File: config.mk
export PLATFORM = sky130hd
export DESIGN_NAME = atct_table
export DESIGN_NICKNAME = d
export VERILOG_FILES = /design/src/hw/rtl/atct_pkg.sv /design/src/hw/rtl/atct_table.sv
export SDC_FILE = /design/constraint.sdc
export NUM_CORES = 2
export LEC_CHECK = 0
export BUFFER_PORTS_ARGS = -buffer_cell sky130_fd_sc_hd__buf_2
export CAP_MARGIN = 20
export CORE_MARGIN = 1
export CORE_UTILIZATION = 40
export CTS_CLUSTER_DIAMETER = 100
export CTS_CLUSTER_SIZE = 12
export DETAILED_ROUTE_END_ITERATION = 8
export PLACE_DENSITY = 0.65
export RECOVER_POWER = 50
export SLEW_MARGIN = 20
export SYNTH_ARGS = -nofsm -noshare
export SYNTH_HDL_FRONTEND = slang
export SYNTH_SLANG_ARGS = --single-unit
File: constraint.sdc
create_clock -name clk -period 10.8 [get_ports clk]
set_input_delay 0.54 -clock clk [delete_from_list [all_inputs] [get_ports clk]]
set_output_delay 0.54 -clock clk [all_outputs]
set_load 0.02 [all_outputs]
File: src/hw/rtl/atct_pkg.sv
// ----------------------------------------------------------------------------
// atct_pkg: shared types and constants of the aging tag cache table
// Table geometry, field widths, opcodes and the request/response structs.
// ----------------------------------------------------------------------------
`default_nettype none

package atct_pkg;

	// table size and derived widths
	localparam int ENTRIES = 16;
	localparam int IDX_W   = (ENTRIES > 1) ? $clog2(ENTRIES) : 1;
	localparam int CNT_W   = $clog2(ENTRIES + 1);

	// fixed field widths
	localparam int OP_W    = 3;
	localparam int KEY_W   = 32;
	localparam int GEO_W   = 32;
	localparam int AGE_W   = 8;
	localparam int SLOT_W  = 4;
	localparam int EVICT_W = 5;

	localparam logic [AGE_W-1:0] LIFE_PERIOD_RST = AGE_W'(10);

	// opcodes
	typedef logic [OP_W-1:0] op_t;
	localparam op_t OP_CHECK  = 3'd0;
	localparam op_t OP_REMOVE = 3'd1;
	localparam op_t OP_CLEAR  = 3'd2;
	localparam op_t OP_TICK   = 3'd3;
	localparam op_t OP_RESET  = 3'd4;

	typedef struct packed {
		op_t                     opcode;
		logic [KEY_W-1:0]        key;
		logic signed [GEO_W-1:0] pos_x;
		logic signed [GEO_W-1:0] pos_y;
		logic signed [GEO_W-1:0] size_w;
		logic signed [GEO_W-1:0] size_h;
	} req_t;

	typedef struct packed {
		logic               found;
		logic               same_geometry;
		logic [SLOT_W-1:0]  slot;
		logic               full_res;
		logic [EVICT_W-1:0] evicted_count;
	} rsp_t;

endpackage

`default_nettype wire

File: src/hw/rtl/atct_table.sv
// ----------------------------------------------------------------------------
// atct_table: entry storage and operation logic
// Holds all slots, compares every key in parallel, ages entries on tick and
// forms the response of the request that executes in this cycle.
// ----------------------------------------------------------------------------
`default_nettype none

module atct_table
	import atct_pkg::*;
(
	input  wire logic             clk,
	input  wire logic             arst_n,
	input  wire logic             exec,
	input  wire req_t             req,
	input  wire logic [AGE_W-1:0] life_period,
	output rsp_t                  rsp
);

	// slot storage: valid bits reset, payload undefined until written
	logic [ENTRIES-1:0]      valid_q;
	logic [KEY_W-1:0]        key_q    [ENTRIES];
	logic [GEO_W-1:0]        pos_x_q  [ENTRIES];
	logic [GEO_W-1:0]        pos_y_q  [ENTRIES];
	logic [GEO_W-1:0]        size_w_q [ENTRIES];
	logic [GEO_W-1:0]        size_h_q [ENTRIES];
	logic [AGE_W-1:0]        age_q    [ENTRIES];

	logic [ENTRIES-1:0]      match;
	logic [ENTRIES-1:0]      hit_oh;
	logic [ENTRIES-1:0]      free_oh;
	logic [ENTRIES-1:0]      expire;
	logic [ENTRIES-1:0]      geo_eq;
	logic [AGE_W:0]          age_inc  [ENTRIES];
	logic                    hit;
	logic                    has_free;
	logic [IDX_W-1:0]        hit_idx;
	logic [IDX_W-1:0]        free_idx;
	logic [CNT_W-1:0]        valid_cnt;
	logic [CNT_W-1:0]        expire_cnt;

	logic [ENTRIES-1:0]      valid_nxt;
	logic [ENTRIES-1:0]      wr_key;
	logic [ENTRIES-1:0]      wr_geo;
	logic [ENTRIES-1:0]      age_clr;
	logic [ENTRIES-1:0]      age_upd;

	// parallel tag compare, aging and geometry compare
	always_comb begin
		for (int i = 0; i < ENTRIES; i++) begin
			match[i]   = valid_q[i] && (key_q[i] == req.key);
			age_inc[i] = {1'b0, age_q[i]} + (AGE_W+1)'(1);
			expire[i]  = valid_q[i] && (age_inc[i] > {1'b0, life_period});
			geo_eq[i]  = (pos_x_q[i] == req.pos_x) && (pos_y_q[i] == req.pos_y) &&
				(size_w_q[i] == req.size_w) && (size_h_q[i] == req.size_h);
		end
	end

	// lowest matching slot and lowest free slot, one-hot
	assign hit_oh   = match & (~match + ENTRIES'(1));
	assign free_oh  = ~valid_q & (valid_q + ENTRIES'(1));
	assign hit      = |match;
	assign has_free = ~&valid_q;

	// one-hot to index
	always_comb begin
		hit_idx  = '0;
		free_idx = '0;
		for (int i = 0; i < ENTRIES; i++) begin
			if (hit_oh[i])  hit_idx  = hit_idx  | IDX_W'(i);
			if (free_oh[i]) free_idx = free_idx | IDX_W'(i);
		end
	end

	assign valid_cnt  = CNT_W'($countones(valid_q));
	assign expire_cnt = CNT_W'($countones(expire));

	// opcode decode: next valid bits, write enables and response
	always_comb begin
		valid_nxt = valid_q;
		wr_key    = '0;
		wr_geo    = '0;
		age_clr   = '0;
		age_upd   = '0;
		rsp       = '0;
		unique case (req.opcode)
			OP_CHECK: begin
				if (hit) begin
					age_clr            = hit_oh;
					rsp.found          = 1'b1;
					rsp.same_geometry  = |(hit_oh & geo_eq);
					rsp.slot           = SLOT_W'(hit_idx);
				end else if (has_free) begin
					valid_nxt = valid_q | free_oh;
					wr_key    = free_oh;
					wr_geo    = free_oh;
					age_clr   = free_oh;
					rsp.slot  = SLOT_W'(free_idx);
				end else begin
					rsp.full_res = 1'b1;
				end
			end
			OP_REMOVE: begin
				if (hit) begin
					valid_nxt = valid_q & ~hit_oh;
					rsp.found = 1'b1;
					rsp.slot  = SLOT_W'(hit_idx);
				end
			end
			OP_CLEAR: begin
				valid_nxt         = '0;
				rsp.evicted_count = EVICT_W'(valid_cnt);
			end
			OP_TICK: begin
				valid_nxt         = valid_q & ~expire;
				age_upd           = valid_q & ~expire;
				rsp.evicted_count = EVICT_W'(expire_cnt);
			end
			OP_RESET: begin
				if (hit) begin
					wr_geo    = hit_oh;
					age_clr   = hit_oh;
					rsp.found = 1'b1;
					rsp.slot  = SLOT_W'(hit_idx);
				end
			end
			default: begin
			end
		endcase
	end

	// valid bits
	always_ff @(posedge clk or negedge arst_n) begin
		if (!arst_n) begin
			valid_q <= '0;
		end else if (exec) begin
			valid_q <= valid_nxt;
		end
	end

	// slot payload
	always_ff @(posedge clk) begin
		if (exec) begin
			for (int i = 0; i < ENTRIES; i++) begin
				if (wr_key[i]) begin
					key_q[i] <= req.key;
				end
				if (wr_geo[i]) begin
					pos_x_q[i]  <= req.pos_x;
					pos_y_q[i]  <= req.pos_y;
					size_w_q[i] <= req.size_w;
					size_h_q[i] <= req.size_h;
				end
				if (age_clr[i]) begin
					age_q[i] <= '0;
				end else if (age_upd[i]) begin
					age_q[i] <= age_inc[i][AGE_W-1:0];
				end
			end
		end
	end

endmodule

`default_nettype wire

==> reports/metrics.cfg <==
[cells_and_area]
seq_area_mm2=0.08112
final_cells=12100
drive_gt1_share_pct=6.313
final_cell_mix=edfxtp_1, xnor2_1, xor2_1, nand4_1, nor4_1
layout.nets=8473
area_growth_pct=11.03
nFillCells=25770
layout_commonest_cell=edfxtp_1
multi_input_area_mm2=0.03571

[yosys]
synth-async-reset-ratio_pct=0.5917
netlist_area_mm2=0.1188
synth_cell_types=70
synth_flop_cell=edfxtp_1
synth_edf_count=2688
ys_seq_elements=2704
postSynthCellCount=7711
ys_seq_area_share_pct=68.28
yosys_warnings=0
synth.net_count=8062
syn_avg_cell_area_um2=15.41

[setup_path]
required_ns=10.26
crit_slowest_cell=clkbuf_1
start_kind=input pin
cp-end-kind=primary output
crit_path_max_fanout=18
critPathKind=in2out
crit_chain=buf_2, clkbuf_1, clkbuf_1, xor2_1, nor4_1, nand4_1, nor4_1, nand4_1, o211ai_1, a2111oi_0, buf_4, a2111oi_1, buf_4, buf_2
arrival_ns=8.25
cpPeakStageDelay_ns=2.07

[grt]
grt_pass1_wl_um=523600
gr-usage-met1_pct=34.35
grt_max_degree=129
grt_util_met2_pct=38.99
track_usage_pct=24.88
grt-ovfl-total=0
gr-usage-met3_pct=4.521
busiest_layer=met2
grt_pass1_vias=66670
antenna_found_initial=43

[sta]
clock_skew_ns=0.1003
tightest_slew_ns=4.193
max_slew_margin_pct=-179.5
slew_viol_final=4632
hold_violations=0
tns_ns=0
fin_crit_ns=8.785
fin_hold_ws_ns=0.2084
timing.fmax_ghz=0.1138
rsz0062_at_grt=no
fin_crit_sh_pct=81.35
setup_viol=0

[power_and_ir_drop]
power.leakage_uw=0.04217
vdd_drop_max_v=0.0001451
power.density_mw_per_mm2=164.1

[cts]
path_clk_slew_ns=0.06
cts_setup_buffers=0
holdBufCountCts=8
cts_repair_resize_count=0
cts-htree-levels=5
cts_tree=built
cts_buffers=265
clk_path_buf_depth=4
cts_num_sinks=2704
cts_root_buf=clkbuf_16
insertion_delay_ns=0.94

[die]
rows=199
core-area_mm2=0.2946
io_pins=186
die_y_um=547.0
initial_core_util_pct=40.34
dieArea_mm2=0.2992
die_width_um=547.0

[worst_hold_path]
hp-class=in2reg

[drt]
drt-vias-per-instance=5.758
antenna_left=0
vias=69680
wl_per_cell_um=31.47
drt_first_iter_violations=9359
drt-total-wl_um=380900
drc=0
drtPass1Iterations=8

[placed_design]
io_buffers=185
dp_cells=11770
hpwlAfterDp_um=241100
gp_routability_congestion=0.9283

[status]
outcome=complete, but fails checks
violations=max-capacitance violations, max-slew violations

[flow_run]
maxCapViolCount=223

synth_stat cells (25+ instances only):
library cell	count	area (um^2)
nor4_1	393	2459
and3_1	146	913.4
nand4_1	422	2640
nor2_1	137	514.2
nor3_1	39	195.2
xnor2_1	1307	11450
a21oi_1	32	160.2
clkbuf_1	243	912.1
buf_4	25	187.7
nand2_1	126	473.0
buf_6	40	450.4
ha_1	157	1964
o22ai_1	49	306.5
nand3_1	102	510.5
inv_1	138	518.0
xor2_1	1254	10980
o21ai_0	51	255.2
o21a_1	45	337.8
a221oi_1	27	236.5
buf_1	36	135.1
edfxtp_1	2688	80720
flip-flops by register name, summed over array words and instances (netlist names):
register	count
pos_y_q	512
size_h_q	512
valid_q	16
key_q	512
pos_x_q	512
age_q	128
size_w_q	512
metal layers:
layer  wire (um)  vias up
met5          97        -
met3       42230      760
met4       17620       14
met1      150400    35710
met2      170500     4093
li1            -    29100
logic make-up (layout without fill, tap and decap cells):
group           Yosys count  in the layout  share of synthesized area [%]
other cells               0             10                              0
compound gates          330            330                          1.977
fa+ha+maj               177            177                          1.990
simple gates           1443           1443                          6.956
buf+inv                 494            956                          1.905
flops                  2704           2704                          68.28
mux                       2              2                        0.01685
xor+xnor               2561           2561                          18.88
area by class of cell:
type | count | area share [%]
antenna | 10 | 0.01897
clock buffer | 290 | 5.179
clock inverter | 28 | 0.3329
inverter | 138 | 0.3927
multi-input combinational | 4513 | 27.07
sequential | 2704 | 61.49
tap | 3919 | 3.717
timing repair buffer | 500 | 1.798
power by group:
group	switching (uW)	total (uW)	internal (uW)
combinational	1150	1580	430
clock	3950	8460	4510
sequential	29.9	11600	11600
total	5130	21600	16500
stage by stage:
step | setup slack [ns] | util (%) | cell area (um^2) | total power, uW
after floorplan | -1.310 | - | 118800 | 12590
after global placement | 3.678 | 42.61 | 125500 | 13360
after detailed placement | 3.815 | 42.62 | 125500 | 13390
after CTS | 3.129 | 45.12 | 132900 | 21710
after global routing | 2.014 | 44.78 | 131900 | 22120
final | 2.015 | 44.78 | 131900 | 21640
worst paths after layout:
kind | from | end | slack, ns | cells after the start
worst max-delay path | req[49] | rsp[10] | 2.01 | 14
worst min-delay path | req[162] | valid_q[12] | 0.21 | 3
worst max register to register | key_q[0][28] | pos_y_q[1][149] | 3.87 | 13
worst min register to register | age_q[0][32] | age_q[0][32] | 0.63 | 1
max in group asynchronous | arst_n | valid_q[13] | 9.76 | 2
min in group asynchronous | arst_n | valid_q[12] | 0.41 | 2
worst max-delay path: cells and delay by family:
kind,cells,cell delay [ns]
simple gates,4,2.00
compound gates,3,1.06
buf+inv,6,4.39
xor+xnor,1,0.16
No activity file was read; power rests on OpenSTA's default activity.
